--- src/design/swd_pkg.sv ---
// shared types, constants and step tables for the wave-drive stepper controller
package swd_pkg;

   localparam int unsigned DataWidth  = 16;
   localparam int unsigned CoilCount  = 4;
   localparam int unsigned PhaseWidth = 3;
   localparam int unsigned ActWidth   = 3;
   localparam int unsigned CsrIdxWidth = 2;

   typedef logic signed [DataWidth-1:0] sword_type;
   typedef logic        [DataWidth-1:0] uword_type;
   typedef logic        [CoilCount-1:0] coil_type;
   typedef logic        [PhaseWidth-1:0] phase_type;
   typedef logic        [ActWidth-1:0]  action_type;

   typedef enum logic [CsrIdxWidth-1:0] {
      CSR_MAX_POSITION  = 2'd0,
      CSR_MIN_POSITION  = 2'd1,
      CSR_STEP_INTERVAL = 2'd2
   } csr_index_type;

   localparam sword_type  MaxPositionReset  = 16'sd1000;
   localparam sword_type  MinPositionReset  = 16'sd0;
   localparam uword_type  StepIntervalReset = 16'd10;
   localparam action_type ActionReset       = 3'd6;
   localparam phase_type  PhaseReset        = 3'd4;
   localparam phase_type  PhaseBetween      = 3'd0;

   // forward order 1-3-2-4: next coil after the coil the rotor sits at
   function automatic phase_type fwd_next(input phase_type ph);
      phase_type nx;
      unique case (ph)
         3'd1:    nx = 3'd3;
         3'd2:    nx = 3'd4;
         3'd3:    nx = 3'd2;
         3'd4:    nx = 3'd1;
         default: nx = PhaseBetween;
      endcase
      return nx;
   endfunction

   // reverse order 1-4-2-3
   function automatic phase_type rev_next(input phase_type ph);
      phase_type nx;
      unique case (ph)
         3'd1:    nx = 3'd4;
         3'd2:    nx = 3'd3;
         3'd3:    nx = 3'd1;
         3'd4:    nx = 3'd2;
         default: nx = PhaseBetween;
      endcase
      return nx;
   endfunction

endpackage

--- src/design/stepper_wave_drive_with_limits_top.sv ---
// wave-drive stepper controller with position limits, one item per clock while req_stall is low
// an accepted item's result is registered and appears in the output register in the cycle after it is accepted
// throughput: one item per clock while req_stall is low; the state update is one short combinational pass
// the output register can be reloaded in the cycle it is taken; a stall holds it and stalls the input
// reset: limits 0..1000, interval 10, standby at phase 4, position 0, coils released
module stepper_wave_drive_with_limits_top
   import swd_pkg::*;
(
   input  logic                   clock,
   input  logic                   reset,
   input  logic                   req_valid,
   output logic                   req_stall,
   input  logic                   req_mode,
   input  logic signed [15:0]     req_step_request,
   output logic                   rsp_valid,
   input  logic                   rsp_stall,
   output logic [3:0]             rsp_coils,
   output logic signed [15:0]     rsp_position,
   output logic signed [15:0]     rsp_steps_left,
   output logic                   rsp_moving,
   input  logic                   csr_valid,
   output logic                   csr_ready,
   input  logic [CsrIdxWidth-1:0] csr_index,
   input  logic [15:0]            csr_data
);

   sword_type  max_position_ff, min_position_ff;
   uword_type  step_interval_ff;

   logic       in_rotate_ff, in_rotate_in;
   action_type coil_action_ff, coil_action_in;
   phase_type  phase_ff, phase_in;
   sword_type  pending_ff, pending_in;
   sword_type  position_ff, position_in;
   uword_type  wait_ff, wait_in;
   coil_type   coil_drive_ff, coil_drive_in;

   logic       rsp_valid_ff, rsp_valid_in;
   coil_type   rsp_coils_ff;
   sword_type  rsp_position_ff, rsp_steps_left_ff;
   logic       rsp_moving_ff, moving_in;

   logic       accept;
   uword_type  wait_dec;
   logic [1:0] coil_sel;
   phase_type  nx;
   logic       fwd_ok, rev_ok;

   assign csr_ready = 1'b1;
   assign req_stall = rsp_valid_ff && rsp_stall;
   assign accept    = req_valid && !req_stall;

   always_ff @(posedge clock) begin
      if (reset) begin
         max_position_ff  <= MaxPositionReset;
         min_position_ff  <= MinPositionReset;
         step_interval_ff <= StepIntervalReset;
      end else if (csr_valid && csr_ready) begin
         unique case (csr_index)
            CSR_MAX_POSITION:  max_position_ff  <= csr_data;
            CSR_MIN_POSITION:  min_position_ff  <= csr_data;
            CSR_STEP_INTERVAL: step_interval_ff <= csr_data;
            default: ;
         endcase
      end
   end

   always_comb begin
      in_rotate_in   = in_rotate_ff;
      coil_action_in = coil_action_ff;
      phase_in       = phase_ff;
      pending_in     = pending_ff;
      position_in    = position_ff;
      wait_in        = wait_ff;
      coil_drive_in  = coil_drive_ff;
      wait_dec       = (wait_ff != '0) ? wait_ff - 16'd1 : wait_ff;
      coil_sel       = coil_action_ff[2:1];
      nx             = PhaseBetween;
      fwd_ok         = (pending_ff > 16'sd0) && (position_ff < max_position_ff);
      rev_ok         = (pending_ff < 16'sd0) && (position_ff > min_position_ff);

      if (req_mode) begin
         pending_in = req_step_request;
      end else begin
         wait_in = wait_dec;
         if (in_rotate_ff) begin
            if (!coil_action_ff[0]) begin
               coil_drive_in     = coil_drive_ff | (coil_type'(1) << coil_sel);
               phase_in          = PhaseBetween;
               coil_action_in[0] = 1'b1;
            end else begin
               coil_drive_in = coil_drive_ff & ~(coil_type'(1) << coil_sel);
               phase_in      = {1'b0, coil_sel} + 3'd1;
            end
            wait_in      = step_interval_ff;
            in_rotate_in = 1'b0;
         end else if (wait_dec == '0) begin
            priority if (fwd_ok || rev_ok) begin
               nx = fwd_ok ? fwd_next(phase_ff) : rev_next(phase_ff);
               // phase between coils: only switch the lit coil off first
               if (nx != PhaseBetween) begin
                  position_in    = fwd_ok ? position_ff + 16'sd1 : position_ff - 16'sd1;
                  pending_in     = fwd_ok ? pending_ff - 16'sd1 : pending_ff + 16'sd1;
                  coil_action_in = {nx[1:0] - 2'd1, 1'b0};
               end
               in_rotate_in = 1'b1;
            end else begin
               coil_drive_in = '0;
               if ((pending_ff > 16'sd0 && position_ff == max_position_ff) ||
                   (pending_ff < 16'sd0 && position_ff == min_position_ff)) begin
                  pending_in = '0;
               end
            end
         end
      end

      moving_in = (pending_in > 16'sd0 && position_in < max_position_ff) ||
                  (pending_in < 16'sd0 && position_in > min_position_ff);
      rsp_valid_in = accept || (rsp_valid_ff && rsp_stall);
   end

   always_ff @(posedge clock) begin
      if (reset) begin
         in_rotate_ff   <= 1'b0;
         coil_action_ff <= ActionReset;
         phase_ff       <= PhaseReset;
         pending_ff     <= '0;
         position_ff    <= MinPositionReset;
         wait_ff        <= '0;
         coil_drive_ff  <= '0;
         rsp_valid_ff   <= 1'b0;
      end else begin
         rsp_valid_ff <= rsp_valid_in;
         if (accept) begin
            in_rotate_ff   <= in_rotate_in;
            coil_action_ff <= coil_action_in;
            phase_ff       <= phase_in;
            pending_ff     <= pending_in;
            position_ff    <= position_in;
            wait_ff        <= wait_in;
            coil_drive_ff  <= coil_drive_in;
         end
      end
   end

   always_ff @(posedge clock) begin
      if (accept) begin
         rsp_coils_ff      <= coil_drive_in;
         rsp_position_ff   <= position_in;
         rsp_steps_left_ff <= pending_in;
         rsp_moving_ff     <= moving_in;
      end
   end

   assign rsp_valid      = rsp_valid_ff;
   assign rsp_coils      = rsp_coils_ff;
   assign rsp_position   = rsp_position_ff;
   assign rsp_steps_left = rsp_steps_left_ff;
   assign rsp_moving     = rsp_moving_ff;

   // wave drive never lights two coils
   a_one_coil: assert property (@(posedge clock) disable iff (reset)
      $onehot0(coil_drive_ff))
      else $error("more than one coil driven");

   // a lit coil means the rotor sits between phases
   a_lit_between: assert property (@(posedge clock) disable iff (reset)
      (coil_drive_ff != '0) |-> (phase_ff == PhaseBetween))
      else $error("coil lit outside between-phase state");

   // a coil action is only armed once the wait has run out
   a_rotate_no_wait: assert property (@(posedge clock) disable iff (reset)
      in_rotate_ff |-> (wait_ff == '0))
      else $error("coil action armed during wait");

   // a tick in the rotate state reloads the interval and returns to standby
   a_rotate_reload: assert property (@(posedge clock) disable iff (reset)
      (accept && !req_mode && in_rotate_ff) |=>
         (!in_rotate_ff && wait_ff == $past(step_interval_ff)))
      else $error("rotate tick did not reload interval");

endmodule
--- config.mk ---
export PLATFORM = sky130hd
export DESIGN_NAME = stepper_wave_drive_with_limits_top
export DESIGN_NICKNAME = d
export VERILOG_FILES = /design/src/design/swd_pkg.sv /design/src/design/stepper_wave_drive_with_limits_top.sv
export SDC_FILE = /design/constraint.sdc
export NUM_CORES = 1
export LEC_CHECK = 0
export BUFFER_PORTS_ARGS = -buffer_cell sky130_fd_sc_hd__clkbuf_2
export CAP_MARGIN = 30
export CORE_MARGIN = 2
export CORE_UTILIZATION = 45
export DETAILED_ROUTE_END_ITERATION = 6
export HOLD_SLACK_MARGIN = 0.15
export SLEW_MARGIN = 25
export SYNTH_ARGS = -nofsm -noshare
export SYNTH_HDL_FRONTEND = slang
export SYNTH_SLANG_ARGS = --single-unit
--- constraint.sdc ---
create_clock -name clock -period 15.2 [get_ports clock]
set_input_delay 0.76 -clock clock [delete_from_list [all_inputs] [get_ports clock]]
set_output_delay 0.76 -clock clock [all_outputs]
set_load 0.02 [all_outputs]
Word-level counts from Yosys, hierarchy flattened
Index checks and enable logic that the tools add are counted.
{"block": "classes", "add_sub_neg": 7, "magnitude_cmp": 8, "n_eq_ne": 8, "n_shift": 1, "n_mux": 39, "n_bitwise": 5, "reduce_logical": 27}
{"operator": "$mux W16", "count": 15}
{"operator": "$add A16 B2 Y16 const B", "count": 2}
{"operator": "$eq A16 B16 Y1", "count": 2}
{"operator": "$gt A16 B1 Y1 const B", "count": 2}
{"operator": "$gt A16 B16 Y1", "count": 2}
{"operator": "$lt A16 B1 Y1 const B", "count": 2}
{"operator": "$lt A16 B16 Y1", "count": 2}
{"operator": "$sub A16 B2 Y16 const B", "count": 2}
{"operator": "$mux W3", "count": 10}
{"operator": "$pmux W3 S4", "count": 2}
{"operator": "$mux W4", "count": 5}
{"operator": "$logic_not A16 Y1", "count": 1}
{"operator": "$reduce_bool A16 Y1", "count": 1}
{"operator": "$sub A16 B1 Y16 const B", "count": 1}
{"operator": "$logic_and A1 B1 Y1", "count": 8}
{"operator": "$reduce_and A2 Y1", "count": 4}
{"operator": "$mux W1", "count": 7}
{"operator": "$eq A3 B2 Y1 const B", "count": 2}
{"operator": "$reduce_and A6 Y1", "count": 1}
{"operator": "$reduce_bool A2 Y1", "count": 3}
{"operator": "$reduce_and A5 Y1", "count": 1}
{"operator": "$and A4 B4 Y4", "count": 1}
{"operator": "$logic_or A1 B1 Y1", "count": 4}
{"operator": "$not A4 Y4", "count": 1}
{"operator": "13 further kinds", "count": 14}
{"block": "totals", "ff_bits": 145, "input_bits": 40, "out_inout_bits": 40, "wordCells": 111}

Logic depth before layout (Yosys ltp)
Gate-level depths: netlist of the first run.
{"block": "logic_depth", "ltp_word": 17, "mapped_depth": 30, "depth_no_buf": 30}

Worst setup path after synthesis of the first run
No wires, ideal clock.
{"block": "synth_path", "path_kind": "reg-to-reg", "start": "register position_ff[0]", "end": "register rsp_moving_ff, in the netlist rsp_moving (data pin)", "setup_ps": 268, "t_arrival_ps": 5706, "required_time_ps": 14932, "slack_ps": 9226, "stages_incl_launch_ff": 28, "path_buffers": 3, "synth_period_minus_slack_ps": 5974, "path_cell_list": "dfxtp_1 inv_1 ha_1 nor2b_1 o211ai_1 a2111o_1 and4_1 nor2_1 clkbuf_1 mux2i_1 o22a_1 ha_1 a2111oi_0 o21ai_0 clkbuf_1 clkbuf_1 o21ai_0 ha_1 nor2b_1 o21a_1 o21ai_0 nand2b_1 a21oi_1 o21ai_0 a211oi_1 nand4b_1 a31oi_1 a21oi_1"}
{"block": "synth_via", "elab_chain_len": 12, "elab_cells_between_ends": 34, "classes_between": "add/sub: 2; order compare: 6; eq/ne: 2; mux: 14; reduce/logical: 10"}
{"element": "start, declared", "line_no": "stepper_wave_drive_with_limits_top.sv:34", "text": "sword_type position_ff, position_in;"}
{"element": "start signal, assigned", "line_no": "stepper_wave_drive_with_limits_top.sv:128", "text": "position_ff <= MinPositionReset;"}
{"element": "start signal, assigned", "line_no": "stepper_wave_drive_with_limits_top.sv:139", "text": "position_ff <= position_in;"}
{"element": "$lt A16 B16 Y1", "line_no": "stepper_wave_drive_with_limits_top.sv:79", "text": "fwd_ok = (pending_ff > 16'sd0) && (position_ff < max_position_ff);"}
{"element": "$logic_and A1 B1 Y1", "line_no": "stepper_wave_drive_with_limits_top.sv:79"}
{"element": "$mux W3", "line_no": "stepper_wave_drive_with_limits_top.sv:99", "text": "nx = fwd_ok ? fwd_next(phase_ff) : rev_next(phase_ff);"}
{"element": "$reduce_bool A3 Y1", "line_no": "stepper_wave_drive_with_limits_top.sv:101", "text": "if (nx != PhaseBetween) begin"}
{"element": "$mux W16", "line_no": "stepper_wave_drive_with_limits_top.sv:101"}
{"element": "$mux W16 (*)", "line_no": "stepper_wave_drive_with_limits_top.sv:98", "text": "priority if (fwd_ok || rev_ok) begin"}
{"element": "$mux W16 (*)", "line_no": "stepper_wave_drive_with_limits_top.sv:97", "text": "end else if (wait_dec == '0) begin"}
{"element": "$mux W16 (*)", "line_no": "stepper_wave_drive_with_limits_top.sv:86", "text": "if (in_rotate_ff) begin"}
{"element": "$mux W16 (*)", "line_no": "stepper_wave_drive_with_limits_top.sv:82", "text": "if (req_mode) begin"}
{"element": "named net position_in[1]", "line_no": "stepper_wave_drive_with_limits_top.sv:34"}
{"element": "$lt A16 B16 Y1 or $gt A16 B16 Y1 (tied branches)", "line_no": "stepper_wave_drive_with_limits_top.sv:117, stepper_wave_drive_with_limits_top.sv:118"}
{"element": "$logic_and A1 B1 Y1, on equally long branches", "line_no": "stepper_wave_drive_with_limits_top.sv:117, stepper_wave_drive_with_limits_top.sv:118"}
{"element": "$logic_or A1 B1 Y1 (*)", "line_no": "stepper_wave_drive_with_limits_top.sv:117", "text": "moving_in = (pending_in > 16'sd0 && position_in < max_position_ff) ||"}
{"element": "named net moving_in", "line_no": "stepper_wave_drive_with_limits_top.sv:41", "text": "logic rsp_moving_ff, moving_in;"}
{"element": "end signal, assigned", "line_no": "stepper_wave_drive_with_limits_top.sv:151", "text": "rsp_moving_ff <= moving_in;"}
{"element": "end, declared", "line_no": "stepper_wave_drive_with_limits_top.sv:41"}
The timed path passes the listed nets; every way through them passes the cells marked *.
A chain may end at the register's enable or synchronous reset.

Worst setup path in the final report of the first run
{"block": "layout_path", "start": "register position_ff[7]", "end": "register rsp_moving_ff, in the netlist rsp_moving (data pin)"}
Same word-level chain as after synthesis.

==> results of run 1 <==
## cells by family (layout without fill, tap and decap cells)
group,Yosys count,in the layout,synth area share [%]
buffers and inverters,116,176,4.97
other,1,1,0.0399
adder cells (fa/ha/maj),99,99,13.3
AO/OA/AOI/OAI,303,303,20.3
multiplexers,23,23,2.63
XOR/XNOR,27,27,2.51
AND/OR/NAND/NOR,427,427,21.5
flip-flops,145,145,34.8
## synth_stat cells (9+ instances only)
cell type | instances | area (um^2)
o21ai_0 | 48 | 240
mux2_2 | 14 | 158
a21oi_1 | 131 | 656
inv_1 | 56 | 210
nand4_1 | 19 | 119
a22oi_1 | 10 | 75.1
edfxtp_1 | 37 | 1110
a21o_1 | 17 | 128
nor3_1 | 27 | 135
xnor2_1 | 19 | 166
a211o_1 | 12 | 105
nand2b_1 | 9 | 56.3
nor2b_1 | 14 | 87.6
nor4_1 | 9 | 56.3
nor2_1 | 82 | 308
nand3_1 | 16 | 80.1
nand2_1 | 197 | 739
ha_1 | 97 | 1210
dfxtp_1 | 108 | 2160
clkbuf_1 | 48 | 180
mux2i_1 | 9 | 90.1
a211oi_1 | 11 | 82.6
## worst register-to-register path: stages, from the launching register on
cell and delay [ns]:
dfxtp_1 0.36, ha_1 0.34, nand4_1 0.21, a2111o_1 0.45
a31oi_1 0.22, nor2_1 0.09, inv_1 0.55, mux2i_1 0.16
o22a_1 0.25, ha_1 0.25, a2111oi_1 0.59, clkbuf_1 0.22
o21ai_4 0.21, o21ai_0 0.51, ha_1 0.34, nor2b_1 0.14
o21a_1 0.15, o21ai_0 0.14, nand2b_1 0.08, a21oi_1 0.14
o21ai_0 0.15, a211oi_1 0.32, nand4b_1 0.13, a31oi_1 0.19
a21oi_1 0.05
## worst max path at each step
stage                     cells after the start                             from                   end  slack [ns]
after floorplan                              27      position_ff[0]$_SDFFE_PP0P_  rsp_moving$_DFFE_PP_        9.23
after global placement                       24  max_position_ff[7]$_SDFFE_PP1P_  rsp_moving$_DFFE_PP_        8.36
after detailed placement                     25      position_ff[0]$_SDFFE_PP0P_  rsp_moving$_DFFE_PP_        8.49
after CTS                                    23      position_ff[7]$_SDFFE_PP0P_  rsp_moving$_DFFE_PP_        8.49
after global routing                         26      position_ff[0]$_SDFFE_PP0P_  rsp_moving$_DFFE_PP_        8.01
final                                        24      position_ff[7]$_SDFFE_PP0P_  rsp_moving$_DFFE_PP_        8.68
## final cells by class
class                           instances  area [um^2]  share of cell area, %
Clock inverter                          8         83.8                  0.791
Multi-Input combinational cell        880         5690                   53.7
Timing Repair Buffer                   87          457                   4.31
Tap cell                              270          338                   3.19
Sequential cell                       145         3270                   30.9
Clock buffer                           23          543                   5.12
Inverter                               58          218                   2.05
## stage by stage
step | instances | utilization (%) | hold WS [ns]
global route | 1471 | 52.0 | 0.473
global placement | 1439 | 48.9 | 0.444
detailed placement | 1439 | 48.9 | 0.448
finish | 1471 | 52.0 | 0.452
CTS | 1470 | 52.0 | 0.456
floorplan | 1141 | - | 0.431
## state kept, by name, summed over array words and instances, names as in the netlist
name              cells
phase_ff              3
rsp_steps_left       16
min_position_ff      16
wait_ff              16
in_rotate_ff          1
rsp_valid             1
coil_drive_ff         4
step_interval_ff     16
pending_ff           16
position_ff          16
rsp_moving            1
rsp_coils             4
max_position_ff      16
coil_action_ff        3
rsp_position         16
## layer usage
metal	part of all wire, %	up-vias
met5	0	-
met2	47	182
li1	-	4209
met1	47	3777
met4	2.1	0
met3	4.0	35
## report_power, final
part	total, W	switching [W]	internal (W)	leakage (nW)
Clock	0.000447	0.000177	0.000270	0.307
Sequential	0.000487	0.0000419	0.000445	1.25
Combinational	0.000890	0.000531	0.000359	2.92
==> metrics.md, run 1 <==
| Metric | Value |
|---|---|
| Distinct cells, synth | 78 |
| R2R Path End | rsp_moving$_DFFE_PP_ |
| Initial Util | 46.2% |
| Clk_lat worst skew | 0.44 ns |
| Synthesized instance count | between 1000 and 1500 |
| IO buf count | between 70 and 80 |
| M3 GR Usage | under 10% |
| FF-to-FF Start | position_ff[7]$_SDFFE_PP0P_ |
| Slowest cell on the critical path | a2111oi_1 |
| Met1 global-route usage | between 30% and 40% |
| Worst Setup End Kind | flop |
| Post-route ant nets | 0 |
| Post-cts resize count | 0 |
| Pwr Total | approximately 0.0018 W |
| Clk_skew | 0.0113 ns |
| Final period util | between 40% and 50% |
| Startpoint types | flop |
| Synth-to-Final Area Change | 12.6% |
| Die area | about 0.022 mm^2 |
| 1st-iter DRT viols | approximately 640 |
| Post-synth EDFFs | 37 |
| Final WS setup | approximately 8.7 ns |
| CP cell instances | ha_1 > nand4_1 > a2111o_1 > a31oi_1 > nor2_1 > inv_1 > mux2i_1 > o22a_1 > ha_1 > a2111oi_1 > clkbuf_1 > o21ai_4 > o21ai_0 > ha_1 > nor2b_1 > o21a_1 > o21ai_0 > nand2b_1 > a21oi_1 > o21ai_0 > a211oi_1 > nand4b_1 > a31oi_1 > a21oi_1 |
| Synthesis Warnings | 0 |
| Post-route DRC violation count | 0 |
| Clock-pin slew on the worst setup and hold paths | about 0.070 ns |
| Setup bufs post-CTS | 0 |
| Root buffer cell | clkbuf_16 |
| Antenna violations before repair | 0 |
| Worst Max-Slew Pin Slew | roughly 0.79 ns |
| First-pass GRT wire length | just over 40 mm |
| Final non-filler cell area | ~0.011 mm^2 |
| Gr busiest metal | met2 |
| Post-synthesis register bit count | about 150 |
| Most frequent cells in the layout | 197 x nand2_1, 131 x a21oi_1, 108 x dfxtp_1 |
| Slew HR | between 40% and 50% |
| Die extent in x | around 150 um |
| Final min period | ~6.5 ns |
| Sink Count | 145 |
| Drt pass-1 iters | 6 |
| # rows | 52 |
| Routed WL | ~26 mm |
| Clock buffer count from CTS | 17 |
| Main synth FF type | dfxtp_1 |
| Post-Syn Area per Cell | 8.25 um^2 |
| Die Height | 149 um |
| Worst reg2reg path depth | 24 |
| CTS tree | yes |
| Met2 usage | about two fifths |
| WS Path Type | reg -> reg |
| IO Pins | 80 |
| Commonest non-fill, non-tap cell in the layout | nand2_1 |
| Hold Crit Class | reg -> reg |
| H-tree depth | 4 |
| WP data required | ~15 ns |
| Top delay family on crit path | compound AO/OA/AOI/OAI gates |
| # setup viols final | 0 |
| Hold Crit Start | max_position_ff[4]$_SDFFE_PP0P_ |
| Hold path depth | 2 |
| Post-Place Cell Area | approximately 0.010 mm^2 |
| Reg2reg setup slack | about 8.7 ns |
| Setup TNS | 0 ns |
| Pwr Density | ~170 mW/mm^2 |
| Synthesized cell area | about 0.0094 mm^2 |
| Largest net degree at the start of global routing | 61 |
| Final nets | 1328 |
| N_diodes | 0 |
| WP buf/inv | 2 |
| Vias per cell | around 5.6 |
| Sequential fraction of the synthesis area | roughly a third |
| Total core area | just over 0.02 mm^2 |
| Max clock buf depth | 2 |
| Max Cap Viol | 0 |
| RSZ-0062 raised after global routing | no |
| Crit-path max cell delay | 0.58 ns |
| Overall routing resource usage | a little under a quarter |
| Vias in the first global route | 7618 |
| Share of layout cells above drive strength 1 | approximately an eighth |
| Final global-route overflow total | 0 |
| F_max | around 0.15 GHz |
| Routed length per instance | ~17 um |
| Fillcell total | between 1500 and 2000 |
| Place WS | 8.49 ns |
| HPWL after detailed placement | ~18 mm |
| Crit path arrival time | approximately 6.7 ns |
| Final Slew Violations | 0 |
| GPL Wtd Cong | approximately 0.87 |
| Hold Vio Cnt, Final | 0 |
| Worst hold endpoint | max_position_ff[4]$_SDFFE_PP0P_ |
| Hold buffer count at cts | 0 |
| Critical Path Fanout Max | 22 |
| Vias | roughly 8200 |
| Leakage | 4.48 nW |
| Peak VDD IR | 0.0822 mV |
| Post-Synthesis Net Count | 1280 |
| Post-synth ARST share | 0% |
| Outcome | completed |
Power figures use the tool's default switching activity.
==> run 2, diff against run 1 <==
--- a/config.mk
+++ b/config.mk
@@ -5,6 +5,7 @@
 export SDC_FILE = /design/constraint.sdc
 export NUM_CORES = 1
 export LEC_CHECK = 0
+export ABC_AREA = 1
 export BUFFER_PORTS_ARGS = -buffer_cell sky130_fd_sc_hd__clkbuf_2
 export CAP_MARGIN = 30
 export CORE_MARGIN = 2
==> constraint.sdc (replaced) <==
create_clock -name clock -period 6.4 [get_ports clock]
set_input_delay 0.32 -clock clock [delete_from_list [all_inputs] [get_ports clock]]
set_output_delay 0.32 -clock clock [all_outputs]
set_load 0.02 [all_outputs]
==> metrics.md, run 2 <==
| Metric | Value |
|---|---|
| Vias per cell | 5.34 |
| Critical path origin | max_position_ff[9]$_SDFFE_PP1P_ |
| Clk_skew | about 0.012 ns |
| Max Cap Viol | 0 |
| IO buf count | just under 80 |
| Final nets | roughly 1500 |
| Vias | between 9000 and 10000 |
| IO Pins | 80 |
| Post-synth top area cell | dfxtp_1 |
| Final period util | between 80% and 90% |
| Worst hold slack | between 0.15 and 0.2 ns |
| Post-route ant nets | 0 |
| Top-count cell post-synth | nand2_1 |
| F_max | between 0.15 and 0.2 GHz |
| Worst reg2reg path depth | 31 |
| Worst Setup End Kind | flop |
| Routed WL | roughly 28 mm |
| Commonest non-fill, non-tap cell in the layout | nand2_1 |
| Slew HR | 50.5% |
| WP data required | approximately 6.6 ns |
| Leakage | 5.26 nW |
| Post-Place Cell Area | ~0.010 mm^2 |
| Startpoint types | flop |
| Routed length per instance | about 16 um |
| Clk_lat worst skew | around 0.44 ns |
| Crit-path most repeated cell | nand2_1 |
| Hold Vio Cnt, Final | 0 |
| Post-synth EDFFs | 37 |
| N_diodes | 0 |
| Worst Max-Slew Pin Slew | 0.740 ns |
| Die Height | between 150 and 200 um |
| Final min period | roughly 5.5 ns |
| Reg2reg setup slack | 0.93 ns |
| Die extent in x | about 150 um |
| Synthesis Warnings | 0 |
| GPL Wtd Cong | slightly below 0.9 |
| Post-cts resize count | 0 |
| # rows | 53 |
| Synth-to-Final Area Change | 13.2% |
| Clock-pin slew on the worst setup and hold paths | ~0.07 ns |
| Distinct cells, synth | just over 50 |
| Sink Count | 145 |
| Final Slew Violations | 0 |
| Crit path arrival time | 5.66 ns |
| Hold buffer count at cts | 6 |
| Max clock buf depth | 2 |
| Setup TNS | 0 ns |
| R2R Path End | rsp_moving$_DFFE_PP_ |
| Post-route DRC violation count | 0 |
| Final global-route overflow total | 0 |
| Post-synth top cells | 272 x nand2_1, 167 x inv_1, 159 x a21oi_1, 108 x dfxtp_1, 104 x o21ai_0 |
| Vias in the first global route | 8204 |
| Hold Crit Class | in -> reg |
| Die area | roughly 0.023 mm^2 |
| Share of layout cells above drive strength 1 | a little under an eighth |
| Post-synthesis register bit count | 145 |
| Synthesized cell area | slightly below 0.01 mm^2 |
| Worst setup path endpoint | rsp_moving$_DFFE_PP_ |
| Final non-filler cell area | approximately 0.011 mm^2 |
| RSZ-0062 raised after global routing | no |
| Pwr Density | 260 mW/mm^2 |
| Largest net degree at the start of global routing | 60 |
| Post-synth top area share | between 20 and 25% |
| 1st-iter DRT viols | about 630 |
| Top cells by area, synth | dfxtp_1 22%, ha_1 13%, edfxtp_1 11% |
| Critical Path Fanout Max | 7 |
| Total core area | 0.0211 mm^2 |
| Main synth FF type | dfxtp_1 |
| Overall routing resource usage | 24.9% |
| H-tree depth | 4 |
| Initial Util | 46.0% |
| Setup bufs post-CTS | 0 |
| Post-Synthesis Net Count | 1467 |
| WS Path Type | reg -> reg |
| Drt pass-1 iters | 5 |
| CTS tree | yes |
| FF-to-FF Start | max_position_ff[9]$_SDFFE_PP1P_ |
| Most frequent cells in the layout | 272 x nand2_1, 167 x inv_1, 159 x a21oi_1 |
| Peak VDD IR | about 0.20 mV |
| # setup viols final | 0 |
| Clock buffer count from CTS | 17 |
| Antenna violations before repair | 0 |
| First-pass GRT wire length | 43.7 mm |
| Post-synth ARST share | 0% |
| Synthesized instance count | approximately 1300 |
| Slowest cell on the critical path | a2111oi_0 |
| Root buffer cell | clkbuf_16 |
| HPWL after detailed placement | 20.5 mm |
| Crit-path max cell delay | around 0.49 ns |
| Sequential fraction of the synthesis area | between 30% and 40% |
| Outcome | completed |
| Post-Syn Area per Cell | approximately 7.3 um^2 |
run 2: per-layer routing:
metal | GRT usage, % | wire (um) | vias to the layer above
li1 | - | - | 4648
met1 | 34.2 | 13200 | 4105
met2 | 40.7 | 12500 | 223
met3 | 3.25 | 1290 | 43
met4 | 8.50 | 684 | 0
met5 | 0 | 0 | -
run 2: how the worst min path moves through the flow:
stage	from	end	slack, ns	depth (start not counted)
after floorplan	csr_data[1]	step_interval_ff[1]$_SDFFE_PP1P_	0.43	2
after global placement	step_interval_ff[2]$_SDFFE_PP0P_	step_interval_ff[2]$_SDFFE_PP0P_	0.46	2
after detailed placement	step_interval_ff[2]$_SDFFE_PP0P_	step_interval_ff[2]$_SDFFE_PP0P_	0.46	2
after CTS	csr_data[15]	step_interval_ff[15]$_SDFFE_PP0P_	0.16	3
after global routing	csr_data[15]	step_interval_ff[15]$_SDFFE_PP0P_	0.18	3
final	csr_data[15]	step_interval_ff[15]$_SDFFE_PP0P_	0.17	3
run 2: logic make-up (layout without fill, tap and decap cells):
logic type / after synthesis / in the layout / synth area share, %
compound gates: 333 / 333 / 18.9
xor+xnor: 28 / 28 / 2.53
fa+ha+maj: 99 / 99 / 12.9
buf+inv: 219 / 306 / 8.81
flops: 145 / 145 / 33.7
mux: 1 / 1 / 0.116
other cells: 1 / 1 / 0.0387
simple gates: 502 / 502 / 22.9
run 2: critical path: cells and delay by family, from the launching register on:
family                   cells  cell delay, ns
AO/OA/AOI/OAI               13            2.62
AND/OR/NAND/NOR             14            1.18
adder cells (fa/ha/maj)      3            1.02
flip-flops                   1            0.32
buffers and inverters        1            0.07
run 2: final cells by class:
| cell class | count | area (um^2) |
|---|---|---|
| fillers | 2125 | 10100 |
| multi-input cells | 964 | 5580 |
| flip-flops and latches | 145 | 3270 |
| inverters | 177 | 666 |
| repair buffers | 97 | 556 |
| clock buffers | 20 | 447 |
| well taps | 275 | 344 |
| clock inverters | 12 | 110 |
run 2: power by group:
part | internal (W) | switching (W)
combinational | 0.000285 | 0.000562
sequential | 0.000997 | 0.0000376
clock | 0.000548 | 0.000423
run 2: metrics by stage:
stage | instances | power [W] | util, % | setup slack, ns
6_report | 1690 | 0.00285 | 52.1 | 0.927
4_1_cts | 1689 | 0.00286 | 52.0 | 0.979
3_5_place_dp | 1651 | 0.00189 | 49.0 | 1.06
3_3_place_gp | 1650 | 0.00188 | 49.0 | 1.14
2_1_floorplan | 1328 | 0.00168 | - | 1.21
5_1_grt | 1690 | 0.00303 | 52.1 | 0.336
==> run 3, diff against run 2 <==
--- a/config.mk
+++ b/config.mk
@@ -9,9 +9,10 @@
 export BUFFER_PORTS_ARGS = -buffer_cell sky130_fd_sc_hd__clkbuf_2
 export CAP_MARGIN = 30
 export CORE_MARGIN = 2
-export CORE_UTILIZATION = 45
+export CORE_UTILIZATION = 61
 export DETAILED_ROUTE_END_ITERATION = 6
 export HOLD_SLACK_MARGIN = 0.15
+export PLACE_DENSITY = 0.81
 export SLEW_MARGIN = 25
 export SYNTH_ARGS = -nofsm -noshare
 export SYNTH_HDL_FRONTEND = slang
==> metrics.md, run 3 (same netlist as run 2, synthesis figures left out) <==
| Metric | Value |
|---|---|
| Top delay family on crit path | compound AO/OA/AOI/OAI gates |
| Worst Setup End Kind | flop |
| IO Pins | 80 |
| Vias | between 9000 and 10000 |
| Slew HR | around two fifths |
| Largest net degree at the start of global routing | between 50 and 60 |
| Share of layout cells above drive strength 1 | 11.2% |
| Max clock buf depth | 2 |
| Final global-route overflow total | 0 |
| WP data required | ~6.6 ns |
| Setup bufs post-CTS | 0 |
| # setup viols final | 0 |
| Non-Filler Instances | approximately 1600 |
| GPL Wtd Cong | around 1 |
| Setup TNS | 0 ns |
| Vias in the first global route | 8344 |
| Post-route DRC violation count | 0 |
| Internal power | ~0.0019 W |
| Antenna violations before repair | 0 |
| Drt pass-1 iters | 5 |
| Routed WL | 26.2 mm |
| Reg2reg setup slack | slightly below 0.8 ns |
| Commonest non-fill, non-tap cell in the layout | nand2_1 |
| RSZ-0062 raised after global routing | no |
| Peak VDD IR | between 0.2 and 0.25 mV |
| Switch Pwr | slightly below 0.001 W |
| Max Cap Viol | 0 |
| Leakage | ~5.3 nW |
| Clock-pin slew on the worst setup and hold paths | about 0.06 ns |
| Final min period | between 5 and 6 ns |
| N_diodes | 0 |
| Sink Count | around 150 |
| CTS tree | yes |
| 1st-iter DRT viols | around 950 |
| H-tree depth | 4 |
| Die extent in x | approximately 130 um |
| Clk_lat worst skew | about 0.43 ns |
| Final nets | about 1500 |
| Comb power frac | roughly 29% |
| # rows | between 40 and 50 |
| Post-route ant nets | 0 |
| F_max | about 0.18 GHz |
| Critical Path Fanout Max | 10 |
| Clk_skew | ~0.011 ns |
| Startpoint types | flop |
| Hold Crit Class | in -> reg |
| Slowest cell on the critical path | o21ai_0 |
| Final Slew Violations | 0 |
| Switching Fraction | roughly a third |
| Synth-to-Final Area Change | 12.5% |
| Vias per cell | 5.72 |
| HPWL after detailed placement | roughly 19 mm |
| Clock buffer count from CTS | 17 |
| Crit-path most repeated cell | nand2_1 |
| Post-Place Cells | about 1600 |
| Crit path arrival time | 5.81 ns |
| Pwr Density | 269 mW/mm^2 |
| Final period util | between 80 and 90% |
| WS Path Type | reg -> reg |
| Die Height | between 100 and 150 um |
| Overall routing resource usage | a little under a third |
| Initial Util | 61.7% |
| First-pass GRT wire length | approximately 41 mm |
| Die area | approximately 0.017 mm^2 |
| Most frequent cells in the layout | 272 x nand2_1, 167 x inv_1, 159 x a21oi_1 |
| Sequential share of power | between 30% and 40% |
| Worst Max-Slew Pin Slew | 0.909 ns |
| Crit-path max cell delay | between 0.4 and 0.5 ns |
| Root buffer cell | clkbuf_16 |
| IO buf count | between 70 and 80 |
| Total core area | about 0.016 mm^2 |
| Routed length per instance | between 15 and 20 um |
| Outcome | completed |
| Hold Vio Cnt, Final | 0 |
| Clock power frac | between 30 and 40% |
| WP buf/inv | 2 |
## run 3: layout make-up
type / instances / area (um^2)
clock inverters: 4 / 56.3
well taps: 216 / 270
flip-flops and latches: 145 / 3270
multi-input cells: 964 / 5580
repair buffers: 90 / 485
inverters: 177 / 666
clock buffers: 28 / 581
fillers: 1307 / 4800
## run 3: worst paths after layout
check                                                startpoint                               end  cells after the start
worst max-delay path            max_position_ff[5]$_SDFFE_PP1P_              rsp_moving$_DFFE_PP_                     33
worst max register to register  max_position_ff[5]$_SDFFE_PP1P_              rsp_moving$_DFFE_PP_                     33
worst min-delay path                                csr_data[2]  step_interval_ff[2]$_SDFFE_PP0P_                      3
worst min register to register      position_ff[0]$_SDFFE_PP0P_       position_ff[0]$_SDFFE_PP0P_                      1
## run 3: per-stage QoR
step | util (%) | area [um^2] | hold WS, ns | total power [W] | setup WS (ns)
after floorplan | - | 9700 | 0.433 | 0.00168 | 1.21
after global placement | 65.3 | 10300 | 0.455 | 0.00185 | 1.02
after detailed placement | 65.3 | 10300 | 0.460 | 0.00187 | 0.882
after CTS | 69.4 | 10900 | 0.154 | 0.00292 | 0.862
after global routing | 69.4 | 10900 | 0.172 | 0.00307 | 0.0172
final | 69.4 | 10900 | 0.158 | 0.00293 | 0.776
## run 3: metal layers
layer	up-vias	GRT usage, %	part of all wire [%]
met5	-	0	0
met4	0	13.2	3.5
li1	4634	-	-
met3	67	4.31	7.5
met2	399	49.9	45
met1	4196	42.4	44
## run 3: repair_timing
| action | in CTS | in global routing |
|---|---|---|
| hold buffers | 2 | 0 |
| hold endpoints to repair | 2 | 0 |
| resized for setup | 0 | 0 |
## run 3: tightest hold or removal path, cell delays in order
cell,delay (ns)
clkbuf_2,0.10
nand2_1,0.07
a21oi_1,0.05
## run 3: power groups by stage
stage          combinational, W  sequential (W)  clock, W
4_1_cts                0.000832         0.00103   0.00105
5_1_grt                0.000946         0.00104   0.00109
3_3_place_gp           0.000803         0.00105         0
2_1_floorplan          0.000614         0.00107         0
6_report               0.000847         0.00103   0.00105
3_5_place_dp           0.000821         0.00105         0
